File: config.mk
export PLATFORM = sky130hd
export DESIGN_NAME = backprop_neuron_unit
export DESIGN_NICKNAME = d
export VERILOG_FILES = /design/src/design/bnu_pkg.sv /design/src/design/backprop_neuron_unit.sv /design/src/design/bnu_mul.sv /design/src/design/bnu_mem.sv /design/src/design/bnu_tanh.sv
export SDC_FILE = /design/constraint.sdc
export NUM_CORES = 2
export LEC_CHECK = 0
export BUFFER_PORTS_ARGS = -buffer_cell sky130_fd_sc_hd__buf_2
export CAP_MARGIN = 20
export CORE_MARGIN = 8
export CORE_UTILIZATION = 50
export DETAILED_ROUTE_END_ITERATION = 12
export GPL_ROUTABILITY_DRIVEN = 0
export PLACE_DENSITY = 0.65
export SLEW_MARGIN = 0
export SYNTH_ARGS = -nofsm -noshare
export SYNTH_HDL_FRONTEND = slang
export SYNTH_SLANG_ARGS = --single-unit
File: constraint.sdc
create_clock -name i_clk -period 11.5 [get_ports i_clk]
set_input_delay 1.725 -clock i_clk [delete_from_list [all_inputs] [get_ports i_clk]]
set_output_delay 1.725 -clock i_clk [all_outputs]
set_load 0.05 [all_outputs]
File: src/design/bnu_pkg.sv
// Shared types, constants and table builder for the backpropagation neuron unit.
package bnu_pkg;

    localparam int FRAC_BITS       = 12;
    localparam int MAX_INPUTS      = 64;
    localparam int SLOT_W          = $clog2(MAX_INPUTS);
    localparam int DATA_W          = 16;
    localparam int INDEX_W         = 6;
    localparam int CFG_W           = 13;
    localparam int CFG_IDX_W       = 1;
    localparam int ACC_W           = 40;
    localparam int ACC_Q_W         = ACC_W - FRAC_BITS;
    localparam int DER_W           = FRAC_BITS + 2;
    localparam int MUL_A_W         = 30;
    localparam int MUL_B_W         = 17;
    localparam int PROD_W          = MUL_A_W + MUL_B_W;
    localparam int STEP_W          = 24;
    localparam int SAT_W           = 48;
    localparam int TANH_DEPTH      = 256;
    localparam int TANH_DEPTH_LOG2 = $clog2(TANH_DEPTH);
    localparam int TANH_SPAN       = 8;
    localparam int TANH_SPAN_LOG2  = $clog2(TANH_SPAN);
    localparam int TANH_W          = FRAC_BITS + 1;

    localparam logic [CFG_W-1:0] LR_RESET  = CFG_W'(205);
    localparam logic [CFG_W-1:0] MOM_RESET = CFG_W'(2048);
    localparam logic signed [DATA_W-1:0] WEIGHT_RESET = DATA_W'(1 << (FRAC_BITS - 1));

    typedef enum logic [1:0] {
        MODE_FORWARD  = 2'd0,
        MODE_OUT_GRAD = 2'd1,
        MODE_HID_GRAD = 2'd2,
        MODE_UPDATE   = 2'd3
    } t_mode;

    typedef enum logic [1:0] {
        KIND_OUTPUT   = 2'd0,
        KIND_GRADIENT = 2'd1,
        KIND_WEIGHT   = 2'd2
    } t_kind;

    typedef enum logic [CFG_IDX_W-1:0] {
        CFG_LEARNING_RATE = 1'd0,
        CFG_MOMENTUM      = 1'd1
    } t_cfg_idx;

    typedef enum logic [4:0] {
        S_IDLE,
        S_READ,
        S_FWD_MUL,
        S_FWD_ACC,
        S_TANH,
        S_TANH_WR,
        S_HID_MUL,
        S_HID_ACC,
        S_DER_MUL,
        S_DER_SUB,
        S_GRAD_MUL,
        S_GRAD_SAT,
        S_UPD_MUL1,
        S_UPD_MUL2,
        S_UPD_MUL3,
        S_UPD_CHG,
        S_UPD_WR,
        S_FIN
    } t_state;

    typedef struct packed {
        logic [1:0]               mode;
        logic signed [DATA_W-1:0] data_value;
        logic signed [DATA_W-1:0] downstream_weight;
        logic [INDEX_W-1:0]       element_index;
        logic                     last_element;
    } t_in_item;

    typedef struct packed {
        logic signed [DATA_W-1:0] result_value;
        logic [1:0]               result_kind;
        logic [INDEX_W-1:0]       result_index;
        logic                     saturated;
    } t_out_item;

    typedef struct packed {
        logic signed [DATA_W-1:0] change;
        logic signed [DATA_W-1:0] weight;
    } t_mem_word;

    typedef struct packed {
        logic              we;
        logic [SLOT_W-1:0] addr;
        t_mem_word         data;
    } t_mem_wr;

    typedef struct packed {
        logic                     clip;
        logic signed [DATA_W-1:0] value;
    } t_sat;

    typedef logic [TANH_W-1:0] t_tanh_tab [TANH_DEPTH];

    // Clip to the signed 16 bit range and flag the clip.
    function automatic t_sat sat16(input logic signed [SAT_W-1:0] v);
        t_sat s;
        s.clip  = 1'b0;
        s.value = DATA_W'(v);
        if (v > SAT_W'(32767)) begin
            s.clip  = 1'b1;
            s.value = 16'sh7FFF;
        end else if (v < -SAT_W'(32768)) begin
            s.clip  = 1'b1;
            s.value = 16'sh8000;
        end
        return s;
    endfunction

    // Restoring division, elaboration use only.
    function automatic logic [63:0] udiv64(input logic [63:0] num, input logic [63:0] den);
        logic [63:0] q;
        logic [64:0] r;
        q = '0;
        r = '0;
        for (int i = 63; i >= 0; i--) begin
            r = {r[63:0], num[i]};
            if (r >= {1'b0, den}) begin
                r    = r - {1'b0, den};
                q[i] = 1'b1;
            end
        end
        return q;
    endfunction

    // Tanh magnitudes over [0, TANH_SPAN) in Q32 integer arithmetic.
    function automatic t_tanh_tab build_tanh();
        t_tanh_tab   tab;
        logic [63:0] one32;
        logic [63:0] t;
        logic [63:0] pos;
        logic [63:0] neg;
        logic [63:0] term;
        logic [63:0] base;
        logic [63:0] p;
        logic [63:0] num;
        logic [63:0] den;
        one32 = 64'h1_0000_0000;
        t     = udiv64(64'(2 * TANH_SPAN) << 32, 64'(TANH_DEPTH));
        pos   = one32;
        neg   = '0;
        term  = one32;
        for (int k = 1; k <= 24; k++) begin
            term = udiv64((term * t) >> 32, 64'(k));
            if ((k % 2) == 1) begin
                neg = neg + term;
            end else begin
                pos = pos + term;
            end
        end
        base = pos - neg;
        p    = one32;
        for (int i = 0; i < TANH_DEPTH; i++) begin
            num    = one32 - p;
            den    = one32 + p;
            tab[i] = TANH_W'(udiv64((num << FRAC_BITS) + (den >> 1), den));
            p      = (p * base) >> 32;
        end
        return tab;
    endfunction

endpackage

File: src/design/backprop_neuron_unit.sv
// Top level of the backpropagation neuron unit: sequencer, state and handshakes.
//
// One tanh neuron in signed Q4.12 with a 64-slot weight store and momentum. Every
// transaction goes through one shared 30x17 multiplier, one product per cycle, so the
// time a transaction takes is set by how many products it needs, by the registered
// read of the slot store and by any wait on i_out_stall while an earlier result is
// still held. Only one transaction is in work at a time; o_in_stall is high meanwhile.
// After reset the slot store is swept to weights of 0.5 and changes of zero, during
// which no transaction is accepted; configuration writes are taken at any time and
// must only be issued while the unit is idle.
module backprop_neuron_unit (
    input  logic                                i_clk,
    input  logic                                i_rst_n,
    input  logic                                i_in_valid,
    output logic                                o_in_stall,
    input  bnu_pkg::t_in_item                   i_in_data,
    output logic                                o_out_valid,
    input  logic                                i_out_stall,
    output bnu_pkg::t_out_item                  o_out_data,
    input  logic                                i_cfg_we,
    input  logic [bnu_pkg::CFG_IDX_W-1:0]       i_cfg_index,
    input  logic [bnu_pkg::CFG_W-1:0]           i_cfg_wdata
);

    localparam logic signed [bnu_pkg::ACC_W-1:0] ACC_MAX =
        {1'b0, {(bnu_pkg::ACC_W-1){1'b1}}};
    localparam logic signed [bnu_pkg::ACC_W-1:0] ACC_MIN =
        {1'b1, {(bnu_pkg::ACC_W-1){1'b0}}};
    localparam logic signed [bnu_pkg::DER_W-1:0] ONE_D =
        bnu_pkg::DER_W'(1 << bnu_pkg::FRAC_BITS);

    bnu_pkg::t_state                        r_state, n_state;
    bnu_pkg::t_in_item                      r_item, n_item;
    logic signed [bnu_pkg::ACC_W-1:0]       r_acc, n_acc;
    logic signed [bnu_pkg::DATA_W-1:0]      r_out, n_out;
    logic signed [bnu_pkg::DATA_W-1:0]      r_grad, n_grad;
    logic signed [bnu_pkg::DER_W-1:0]       r_d, n_d;
    logic signed [bnu_pkg::STEP_W-1:0]      r_step, n_step;
    logic signed [bnu_pkg::DATA_W-1:0]      r_chg, n_chg;
    logic signed [bnu_pkg::DATA_W-1:0]      r_res, n_res;
    logic                                   r_clip, n_clip;
    bnu_pkg::t_kind                         r_kind, n_kind;
    logic [bnu_pkg::INDEX_W-1:0]            r_ridx, n_ridx;
    logic [bnu_pkg::CFG_W-1:0]              r_eta, n_eta;
    logic [bnu_pkg::CFG_W-1:0]              r_alpha, n_alpha;
    logic                                   r_out_valid, n_out_valid;
    bnu_pkg::t_out_item                     r_out_data, n_out_data;

    logic signed [bnu_pkg::MUL_A_W-1:0]     mul_a;
    logic signed [bnu_pkg::MUL_B_W-1:0]     mul_b;
    logic signed [bnu_pkg::PROD_W-1:0]      prod;
    bnu_pkg::t_mem_wr                       mem_wr;
    bnu_pkg::t_mem_word                     mem_rd;
    logic                                   mem_busy;
    logic signed [bnu_pkg::DATA_W-1:0]      tanh_y;
    logic [bnu_pkg::SLOT_W-1:0]             slot;

    logic                                   in_accept;
    logic                                   out_free;
    logic signed [bnu_pkg::ACC_W:0]         acc_sum;
    logic signed [bnu_pkg::ACC_W-1:0]       acc_sat;
    logic signed [bnu_pkg::MUL_B_W-1:0]     delta;
    logic signed [bnu_pkg::ACC_Q_W-1:0]     acc_q;
    bnu_pkg::t_sat                          grad_sat;
    bnu_pkg::t_sat                          chg_sat;
    bnu_pkg::t_sat                          w_sat;

    bnu_mul u_mul (
        .i_clk  (i_clk),
        .i_a    (mul_a),
        .i_b    (mul_b),
        .o_prod (prod)
    );

    bnu_mem u_mem (
        .i_clk   (i_clk),
        .i_rst_n (i_rst_n),
        .i_wr    (mem_wr),
        .i_raddr (slot),
        .o_rdata (mem_rd),
        .o_busy  (mem_busy)
    );

    bnu_tanh u_tanh (
        .i_clk (i_clk),
        .i_acc (r_acc),
        .o_y   (tanh_y)
    );

    // Slot index wraps at the store depth; the read port follows the held transaction.
    assign slot       = r_item.element_index[bnu_pkg::SLOT_W-1:0];
    assign o_in_stall = (r_state != bnu_pkg::S_IDLE) || mem_busy;
    assign in_accept  = i_in_valid && !o_in_stall;
    assign out_free   = !r_out_valid || !i_out_stall;

    // Datapath terms shared by several steps.
    always_comb begin
        acc_sum = (bnu_pkg::ACC_W + 1)'(r_acc) + (bnu_pkg::ACC_W + 1)'(signed'(prod[31:0]));
        if (acc_sum[bnu_pkg::ACC_W] != acc_sum[bnu_pkg::ACC_W-1]) begin
            acc_sat = acc_sum[bnu_pkg::ACC_W] ? ACC_MIN : ACC_MAX;
        end else begin
            acc_sat = acc_sum[bnu_pkg::ACC_W-1:0];
        end
        delta    = bnu_pkg::MUL_B_W'(r_item.data_value) - bnu_pkg::MUL_B_W'(r_out);
        acc_q    = bnu_pkg::ACC_Q_W'(r_acc >>> bnu_pkg::FRAC_BITS);
        grad_sat = bnu_pkg::sat16(bnu_pkg::SAT_W'(prod >>> bnu_pkg::FRAC_BITS));
        chg_sat  = bnu_pkg::sat16(bnu_pkg::SAT_W'(r_step)
                                  + bnu_pkg::SAT_W'(prod >>> bnu_pkg::FRAC_BITS));
        w_sat    = bnu_pkg::sat16(bnu_pkg::SAT_W'(mem_rd.weight) + bnu_pkg::SAT_W'(r_chg));
    end

    // Multiplier operand selection: one product per sequencer step.
    always_comb begin
        mul_a = '0;
        mul_b = '0;
        case (r_state)
            bnu_pkg::S_FWD_MUL: begin
                mul_a = bnu_pkg::MUL_A_W'(r_item.data_value);
                mul_b = bnu_pkg::MUL_B_W'(mem_rd.weight);
            end
            bnu_pkg::S_HID_MUL: begin
                mul_a = bnu_pkg::MUL_A_W'(r_item.data_value);
                mul_b = bnu_pkg::MUL_B_W'(r_item.downstream_weight);
            end
            bnu_pkg::S_DER_MUL: begin
                mul_a = bnu_pkg::MUL_A_W'(r_out);
                mul_b = bnu_pkg::MUL_B_W'(r_out);
            end
            bnu_pkg::S_GRAD_MUL: begin
                if (r_item.mode == bnu_pkg::MODE_OUT_GRAD) begin
                    mul_a = bnu_pkg::MUL_A_W'(delta);
                end else begin
                    mul_a = bnu_pkg::MUL_A_W'(acc_q);
                end
                mul_b = bnu_pkg::MUL_B_W'(r_d);
            end
            bnu_pkg::S_UPD_MUL1: begin
                mul_a = bnu_pkg::MUL_A_W'(signed'({1'b0, r_eta}));
                mul_b = bnu_pkg::MUL_B_W'(r_item.data_value);
            end
            bnu_pkg::S_UPD_MUL2: begin
                mul_a = bnu_pkg::MUL_A_W'(prod);
                mul_b = bnu_pkg::MUL_B_W'(r_grad);
            end
            bnu_pkg::S_UPD_MUL3: begin
                mul_a = bnu_pkg::MUL_A_W'(signed'({1'b0, r_alpha}));
                mul_b = bnu_pkg::MUL_B_W'(mem_rd.change);
            end
            default: begin
            end
        endcase
    end

    // Sequencer: next state and register updates.
    always_comb begin
        n_state     = r_state;
        n_item      = r_item;
        n_acc       = r_acc;
        n_out       = r_out;
        n_grad      = r_grad;
        n_d         = r_d;
        n_step      = r_step;
        n_chg       = r_chg;
        n_res       = r_res;
        n_clip      = r_clip;
        n_kind      = r_kind;
        n_ridx      = r_ridx;
        n_eta       = r_eta;
        n_alpha     = r_alpha;
        n_out_valid = r_out_valid && i_out_stall;
        n_out_data  = r_out_data;
        mem_wr      = '{we: 1'b0, addr: slot, data: '{change: r_chg, weight: w_sat.value}};

        // The user must issue register writes only while idle; the block does not enforce it.
        if (i_cfg_we) begin
            case (bnu_pkg::t_cfg_idx'(i_cfg_index))
                bnu_pkg::CFG_LEARNING_RATE: n_eta   = i_cfg_wdata;
                bnu_pkg::CFG_MOMENTUM:      n_alpha = i_cfg_wdata;
                default: begin
                end
            endcase
        end

        case (r_state)
            bnu_pkg::S_IDLE: begin
                if (in_accept) begin
                    n_item = i_in_data;
                    n_clip = 1'b0;
                    n_ridx = '0;
                    case (bnu_pkg::t_mode'(i_in_data.mode))
                        bnu_pkg::MODE_FORWARD:  n_state = bnu_pkg::S_READ;
                        bnu_pkg::MODE_OUT_GRAD: n_state = bnu_pkg::S_DER_MUL;
                        bnu_pkg::MODE_HID_GRAD: n_state = bnu_pkg::S_HID_MUL;
                        bnu_pkg::MODE_UPDATE:   n_state = bnu_pkg::S_READ;
                        default:                n_state = bnu_pkg::S_IDLE;
                    endcase
                end
            end
            // Wait for the registered slot store read.
            bnu_pkg::S_READ: begin
                if (r_item.mode == bnu_pkg::MODE_FORWARD) begin
                    n_state = bnu_pkg::S_FWD_MUL;
                end else begin
                    n_state = bnu_pkg::S_UPD_MUL1;
                end
            end
            bnu_pkg::S_FWD_MUL: begin
                n_state = bnu_pkg::S_FWD_ACC;
            end
            bnu_pkg::S_FWD_ACC: begin
                n_acc   = acc_sat;
                n_state = r_item.last_element ? bnu_pkg::S_TANH : bnu_pkg::S_IDLE;
            end
            // The lookup registers the freshly summed accumulator here.
            bnu_pkg::S_TANH: begin
                n_state = bnu_pkg::S_TANH_WR;
            end
            bnu_pkg::S_TANH_WR: begin
                n_out   = tanh_y;
                n_res   = tanh_y;
                n_kind  = bnu_pkg::KIND_OUTPUT;
                n_acc   = '0;
                n_state = bnu_pkg::S_FIN;
            end
            bnu_pkg::S_HID_MUL: begin
                n_state = bnu_pkg::S_HID_ACC;
            end
            bnu_pkg::S_HID_ACC: begin
                n_acc   = acc_sat;
                n_state = r_item.last_element ? bnu_pkg::S_DER_MUL : bnu_pkg::S_IDLE;
            end
            // Derivative of tanh: one minus output squared.
            bnu_pkg::S_DER_MUL: begin
                n_state = bnu_pkg::S_DER_SUB;
            end
            bnu_pkg::S_DER_SUB: begin
                n_d     = ONE_D - bnu_pkg::DER_W'(prod >>> bnu_pkg::FRAC_BITS);
                n_state = bnu_pkg::S_GRAD_MUL;
            end
            bnu_pkg::S_GRAD_MUL: begin
                n_state = bnu_pkg::S_GRAD_SAT;
            end
            bnu_pkg::S_GRAD_SAT: begin
                n_grad  = grad_sat.value;
                n_res   = grad_sat.value;
                n_clip  = grad_sat.clip;
                n_kind  = bnu_pkg::KIND_GRADIENT;
                if (r_item.mode == bnu_pkg::MODE_HID_GRAD) begin
                    n_acc = '0;
                end
                n_state = bnu_pkg::S_FIN;
            end
            // Weight update: eta*act, then times gradient, then alpha*last change.
            bnu_pkg::S_UPD_MUL1: begin
                n_state = bnu_pkg::S_UPD_MUL2;
            end
            bnu_pkg::S_UPD_MUL2: begin
                n_state = bnu_pkg::S_UPD_MUL3;
            end
            bnu_pkg::S_UPD_MUL3: begin
                n_step  = bnu_pkg::STEP_W'(prod >>> (2 * bnu_pkg::FRAC_BITS));
                n_state = bnu_pkg::S_UPD_CHG;
            end
            bnu_pkg::S_UPD_CHG: begin
                n_chg   = chg_sat.value;
                n_clip  = chg_sat.clip;
                n_state = bnu_pkg::S_UPD_WR;
            end
            bnu_pkg::S_UPD_WR: begin
                mem_wr.we = 1'b1;
                n_res     = w_sat.value;
                n_clip    = r_clip || w_sat.clip;
                n_kind    = bnu_pkg::KIND_WEIGHT;
                n_ridx    = bnu_pkg::INDEX_W'(slot);
                n_state   = bnu_pkg::S_FIN;
            end
            // Hold the result until the output register is free.
            bnu_pkg::S_FIN: begin
                if (out_free) begin
                    n_out_valid = 1'b1;
                    n_out_data  = '{result_value: r_res, result_kind: r_kind,
                                    result_index: r_ridx, saturated: r_clip};
                    n_state     = bnu_pkg::S_IDLE;
                end
            end
            default: begin
                n_state = bnu_pkg::S_IDLE;
            end
        endcase
    end

    always_ff @(posedge i_clk) begin
        if (!i_rst_n) begin
            r_state     <= bnu_pkg::S_IDLE;
            r_acc       <= '0;
            r_out       <= '0;
            r_grad      <= '0;
            r_eta       <= bnu_pkg::LR_RESET;
            r_alpha     <= bnu_pkg::MOM_RESET;
            r_out_valid <= 1'b0;
        end else begin
            r_state     <= n_state;
            r_acc       <= n_acc;
            r_out       <= n_out;
            r_grad      <= n_grad;
            r_eta       <= n_eta;
            r_alpha     <= n_alpha;
            r_out_valid <= n_out_valid;
        end
    end

    // Payload registers: no reset.
    always_ff @(posedge i_clk) begin
        r_item     <= n_item;
        r_d        <= n_d;
        r_step     <= n_step;
        r_chg      <= n_chg;
        r_res      <= n_res;
        r_clip     <= n_clip;
        r_kind     <= n_kind;
        r_ridx     <= n_ridx;
        r_out_data <= n_out_data;
    end

    assign o_out_valid = r_out_valid;
    assign o_out_data  = r_out_data;

endmodule

File: src/design/bnu_mul.sv
// Shared signed multiplier with a registered product.
module bnu_mul (
    input  logic                                i_clk,
    input  logic signed [bnu_pkg::MUL_A_W-1:0]  i_a,
    input  logic signed [bnu_pkg::MUL_B_W-1:0]  i_b,
    output logic signed [bnu_pkg::PROD_W-1:0]   o_prod
);

    logic signed [bnu_pkg::PROD_W-1:0] r_prod;

    always_ff @(posedge i_clk) begin
        r_prod <= bnu_pkg::PROD_W'(i_a) * bnu_pkg::PROD_W'(i_b);
    end

    assign o_prod = r_prod;

endmodule

File: src/design/bnu_mem.sv
// Per-slot weight and last-change store, set to its reset values by a pass after reset.
module bnu_mem (
    input  logic                          i_clk,
    input  logic                          i_rst_n,
    input  bnu_pkg::t_mem_wr              i_wr,
    input  logic [bnu_pkg::SLOT_W-1:0]    i_raddr,
    output bnu_pkg::t_mem_word            o_rdata,
    output logic                          o_busy
);

    bnu_pkg::t_mem_word               r_mem [bnu_pkg::MAX_INPUTS];
    bnu_pkg::t_mem_word               r_rdata;
    logic                             r_busy;
    logic [bnu_pkg::SLOT_W-1:0]       r_clr_addr;

    // Sweep every slot to its reset value, one per cycle.
    always_ff @(posedge i_clk) begin
        if (!i_rst_n) begin
            r_busy     <= 1'b1;
            r_clr_addr <= '0;
        end else if (r_busy) begin
            r_clr_addr <= r_clr_addr + bnu_pkg::SLOT_W'(1);
            if (r_clr_addr == bnu_pkg::SLOT_W'(bnu_pkg::MAX_INPUTS - 1)) begin
                r_busy <= 1'b0;
            end
        end
    end

    always_ff @(posedge i_clk) begin
        if (r_busy) begin
            r_mem[r_clr_addr] <= '{change: '0, weight: bnu_pkg::WEIGHT_RESET};
        end else if (i_wr.we) begin
            r_mem[i_wr.addr] <= i_wr.data;
        end
        r_rdata <= r_mem[i_raddr];
    end

    assign o_rdata = r_rdata;
    assign o_busy  = r_busy;

endmodule

File: src/design/bnu_tanh.sv
// Registered tanh lookup of the accumulator, with saturation to one.
module bnu_tanh (
    input  logic                                i_clk,
    input  logic signed [bnu_pkg::ACC_W-1:0]    i_acc,
    output logic signed [bnu_pkg::DATA_W-1:0]   o_y
);

    localparam bnu_pkg::t_tanh_tab TANH_TAB = bnu_pkg::build_tanh();
    localparam logic [bnu_pkg::ACC_Q_W-1:0] LIMIT =
        bnu_pkg::ACC_Q_W'(bnu_pkg::TANH_SPAN) << bnu_pkg::FRAC_BITS;
    localparam int IDX_TOP = bnu_pkg::FRAC_BITS + bnu_pkg::TANH_SPAN_LOG2 - 1;

    logic signed [bnu_pkg::ACC_Q_W-1:0]     x;
    logic [bnu_pkg::ACC_Q_W-1:0]            mag;
    logic [bnu_pkg::TANH_DEPTH_LOG2-1:0]    idx;
    logic signed [bnu_pkg::DATA_W-1:0]      mag_y;
    logic signed [bnu_pkg::DATA_W-1:0]      r_y;

    always_comb begin
        x     = bnu_pkg::ACC_Q_W'(i_acc >>> bnu_pkg::FRAC_BITS);
        mag   = x[bnu_pkg::ACC_Q_W-1] ? bnu_pkg::ACC_Q_W'(-x) : bnu_pkg::ACC_Q_W'(x);
        idx   = mag[IDX_TOP -: bnu_pkg::TANH_DEPTH_LOG2];
        if (mag >= LIMIT) begin
            mag_y = bnu_pkg::DATA_W'(1 << bnu_pkg::FRAC_BITS);
        end else begin
            mag_y = bnu_pkg::DATA_W'(TANH_TAB[idx]);
        end
    end

    always_ff @(posedge i_clk) begin
        r_y <= x[bnu_pkg::ACC_Q_W-1] ? -mag_y : mag_y;
    end

    assign o_y = r_y;

endmodule

==> flow_summary.ini <==
[yosys]
yosys-top-cells-area = edfxtp_1 56%, mux4_2 13%, fa_1 8.5%
synth_cell_types = 107
async_flop_share = 0
synth_edf_count = 2192
synth.avg_cell_area_um2 = 15.6
netlist_instances = 7508
synth_area_leader_cell = edfxtp_1
synth-main-ff-cell = edfxtp_1
synth_nets = 8299
seq_area_frac_synth = 0.596
ys.warnings.count = 0
synth_top_cell_area_share = 0.561
syn_area_um2 = 117000
synth-seq-cells = 2398

[timing]
period_share = 0.930
fmax_ghz = 0.0935
fin_skew_ps = 91.6
final-max-slew-violation-count = 0
hold_viol = 0
setup_violations = 0
holdWs_ps = 417
setup-tns-final_ps = 0
rsz0062_at_grt = false
slew_headroom = 0.147
post-route-min-period_ps = 10690
setup_ws_ps = 805
worstMarginPinSlew_ps = 1280

[hold_path]
hold_depth = 0
worstHoldPathType = flip-flop to flip-flop

[floorplanning]
die_h_um = 501
core_area_um2 = 234000
pin_count = 87
rows = 178
die_x_um = 501
die_area_um2 = 251000
start_util = 0.501

[run_status]
status = finished clean

[detailed_routing]
ant_nets = 0
dr.pass1.iters = 9
drc = 0
via_count = 68800
routedWlPerCell_um = 29.3
first_iter_violations = 8336
routed_wl_um = 323000
viasPerCell = 6.24

[pwr]
power_frac_seq = 0.543
pwr-share-clk = 0.450
peakVddDrop_v = 0.000197
power.switching_mw = 3.48
p_leak_nw = 44.0
p_int_mw = 13.9
combPwrFrac = 0.007
powerDensity_nw_per_um2 = 133
switching_share = 0.200

[global_routing]
grt_util_all_layers = 0.255
grt_max_degree = 145
grt_pass1_vias = 69400
antenna_found_initial = 24
gr-usage-met2 = 0.417
grtUsageMet1 = 0.347
grt_use_met3 = 0.0409
global_route.peak_usage_layer = met2
grt_pass1_wl_um = 474000
grt_overflow = 0

[setup_path]
critPathKind = flip-flop to flip-flop
rr_worst_depth = 31
cp.depth = 31
cp_slowest_cell = or3_1
crit_path_max_incr_delay_ps = 780
arrival_ps = 11430
cp.required_ps = 12240
path_buf_inv = 5
cp_max_fo = 20
cp_common_cell = fa_1
crit_path_end_kind = flip-flop
path_delay_family = compound AO/OA/AOI/OAI gates
start_kind = flip-flop

[placed_design]
pre_cts_ws_ps = 649
port_buffers = 86
dp_hpwl_um = 204000

[clock_network]
root_buffer = clkbuf_16
clockBufferDepth = 3
cts_buffers = 235
htree_levels = 4
clkLatencyLatePin_ps = 910
post_cts_buffers = 0
cts_tree = built
clock-sinks = 2398
clk_pin_slew_ps = 70

[run]
drv_cap = 0

[layout]
area_delta_synth_final_pct = 11.4
drive_above_1_share = 0.190
final_cell_mix = 2192 x edfxtp_1, 663 x mux4_2, 584 x inv_1, 522 x nand2_1, 496 x fa_1
layout.nets = 8453
final_common_cell = edfxtp_1
-- final cells by class --
class | count | area [um2]
Timing Repair Buffer | 295 | 2290
Fill cell | 18200 | 103000
Clock inverter | 133 | 1570
Sequential cell | 2398 | 69900
Antenna cell | 7 | 17.5
Clock buffer | 310 | 6360
Inverter | 589 | 2210
Multi-Input combinational cell | 4143 | 44500
Tap cell | 3150 | 3940
-- power by group through the flow --
stage	combinational [mW]	sequential, mW	clock (mW)
3_3_place_gp	0.121	9.62	0
2_1_floorplan	0.0567	9.61	0
5_1_grt	0.126	9.43	8.26
4_1_cts	0.121	9.43	7.92
3_5_place_dp	0.120	9.62	0
6_report	0.122	9.43	7.81
-- flip-flops by register name, indices dropped and copies added (netlist names), 5 cells and up --
signal and flops:
u_mem.r_mem 2048, r_alpha 13, r_state 5, r_item 35, r_out 16, u_mem.r_clr_addr 6, r_acc 40, r_step 23
o_out_data 25, r_chg 16, r_res 16, r_grad 16, u_mem.o_rdata 32, r_eta 13, slot 6, r_d 14
u_mul.o_prod 47, u_tanh.o_y 16, r_ridx 6
-- routing by layer --
layer	vias up	routed length (um)
met2	3449	155000
met1	35900	126000
met4	4	15000
li1	28800	-
met3	655	27000
met5	-	25
-- path summary, 6_finish.rpt --
path,startpoint,to,slack [ps]
hold reg to reg,r_res[9],o_out_data[18],420
hold / removal,r_res[9],o_out_data[18],420
setup / recovery,r_state[1],u_mul.o_prod[46],810
setup reg to reg,r_state[1],u_mul.o_prod[46],810
-- Yosys cell counts (15+ instances only) --
| cell type | instances |
|---|---|
| nor4_1 | 27 |
| o21bai_1 | 27 |
| nor3_1 | 69 |
| and3_1 | 54 |
| nand2b_1 | 52 |
| a21o_1 | 83 |
| dfxtp_1 | 206 |
| buf_1 | 64 |
| and2_1 | 27 |
| a21boi_0 | 50 |
| a22oi_1 | 34 |
| ha_1 | 235 |
| nor2b_1 | 53 |
| a22o_1 | 15 |
| nand2_1 | 522 |
| o21ai_0 | 166 |
| or4_1 | 18 |
| mux2i_1 | 31 |
| o31ai_1 | 16 |
| buf_2 | 21 |
| a2111oi_0 | 20 |
| o22ai_1 | 19 |
| xor2_1 | 39 |
| a221oi_1 | 27 |
| edfxtp_1 | 2192 |
| nor2_1 | 540 |
| inv_1 | 585 |
| a21oi_1 | 221 |
| o21a_1 | 30 |
| mux4_2 | 663 |
| a221o_1 | 67 |
| nand3_1 | 77 |
| nand4_1 | 36 |
| clkbuf_1 | 282 |
| or3_1 | 27 |
| xnor2_1 | 113 |
| a211oi_1 | 35 |
| o211ai_1 | 19 |
| a31oi_1 | 30 |
| fa_1 | 496 |
-- kinds of logic after synthesis --
logic type,Yosys count,share of synthesized area
flip-flops,2398,0.596
AND/OR/NAND/NOR,1562,0.0607
AO/OA/AOI/OAI,987,0.0592
buffers and inverters,967,0.0317
adder cells (fa/ha/maj),732,0.110
multiplexers,707,0.131
XOR/XNOR,155,0.0119
-- metrics by stage --
| stage | instances | cell area [um2] | power, mW | utilization |
|---|---|---|---|---|
| 2_1_floorplan | 7508 | 117000 | 9.67 | - |
| 3_5_place_dp | 10600 | 123000 | 9.74 | 0.523 |
| 5_1_grt | 11000 | 131000 | 17.8 | 0.558 |
| 6_report | 11000 | 131000 | 17.4 | 0.558 |
| 3_3_place_gp | 10600 | 123000 | 9.74 | 0.523 |
| 4_1_cts | 11000 | 130000 | 17.5 | 0.557 |
-- what timing repair did --
| item | in CTS | in global routing |
|---|---|---|
| hold buffers | 0 | 0 |
| resized for setup | 0 | 4 |
| endpoints found under the setup margin | 0 | 4 |
Power figures use the tool's default switching activity.
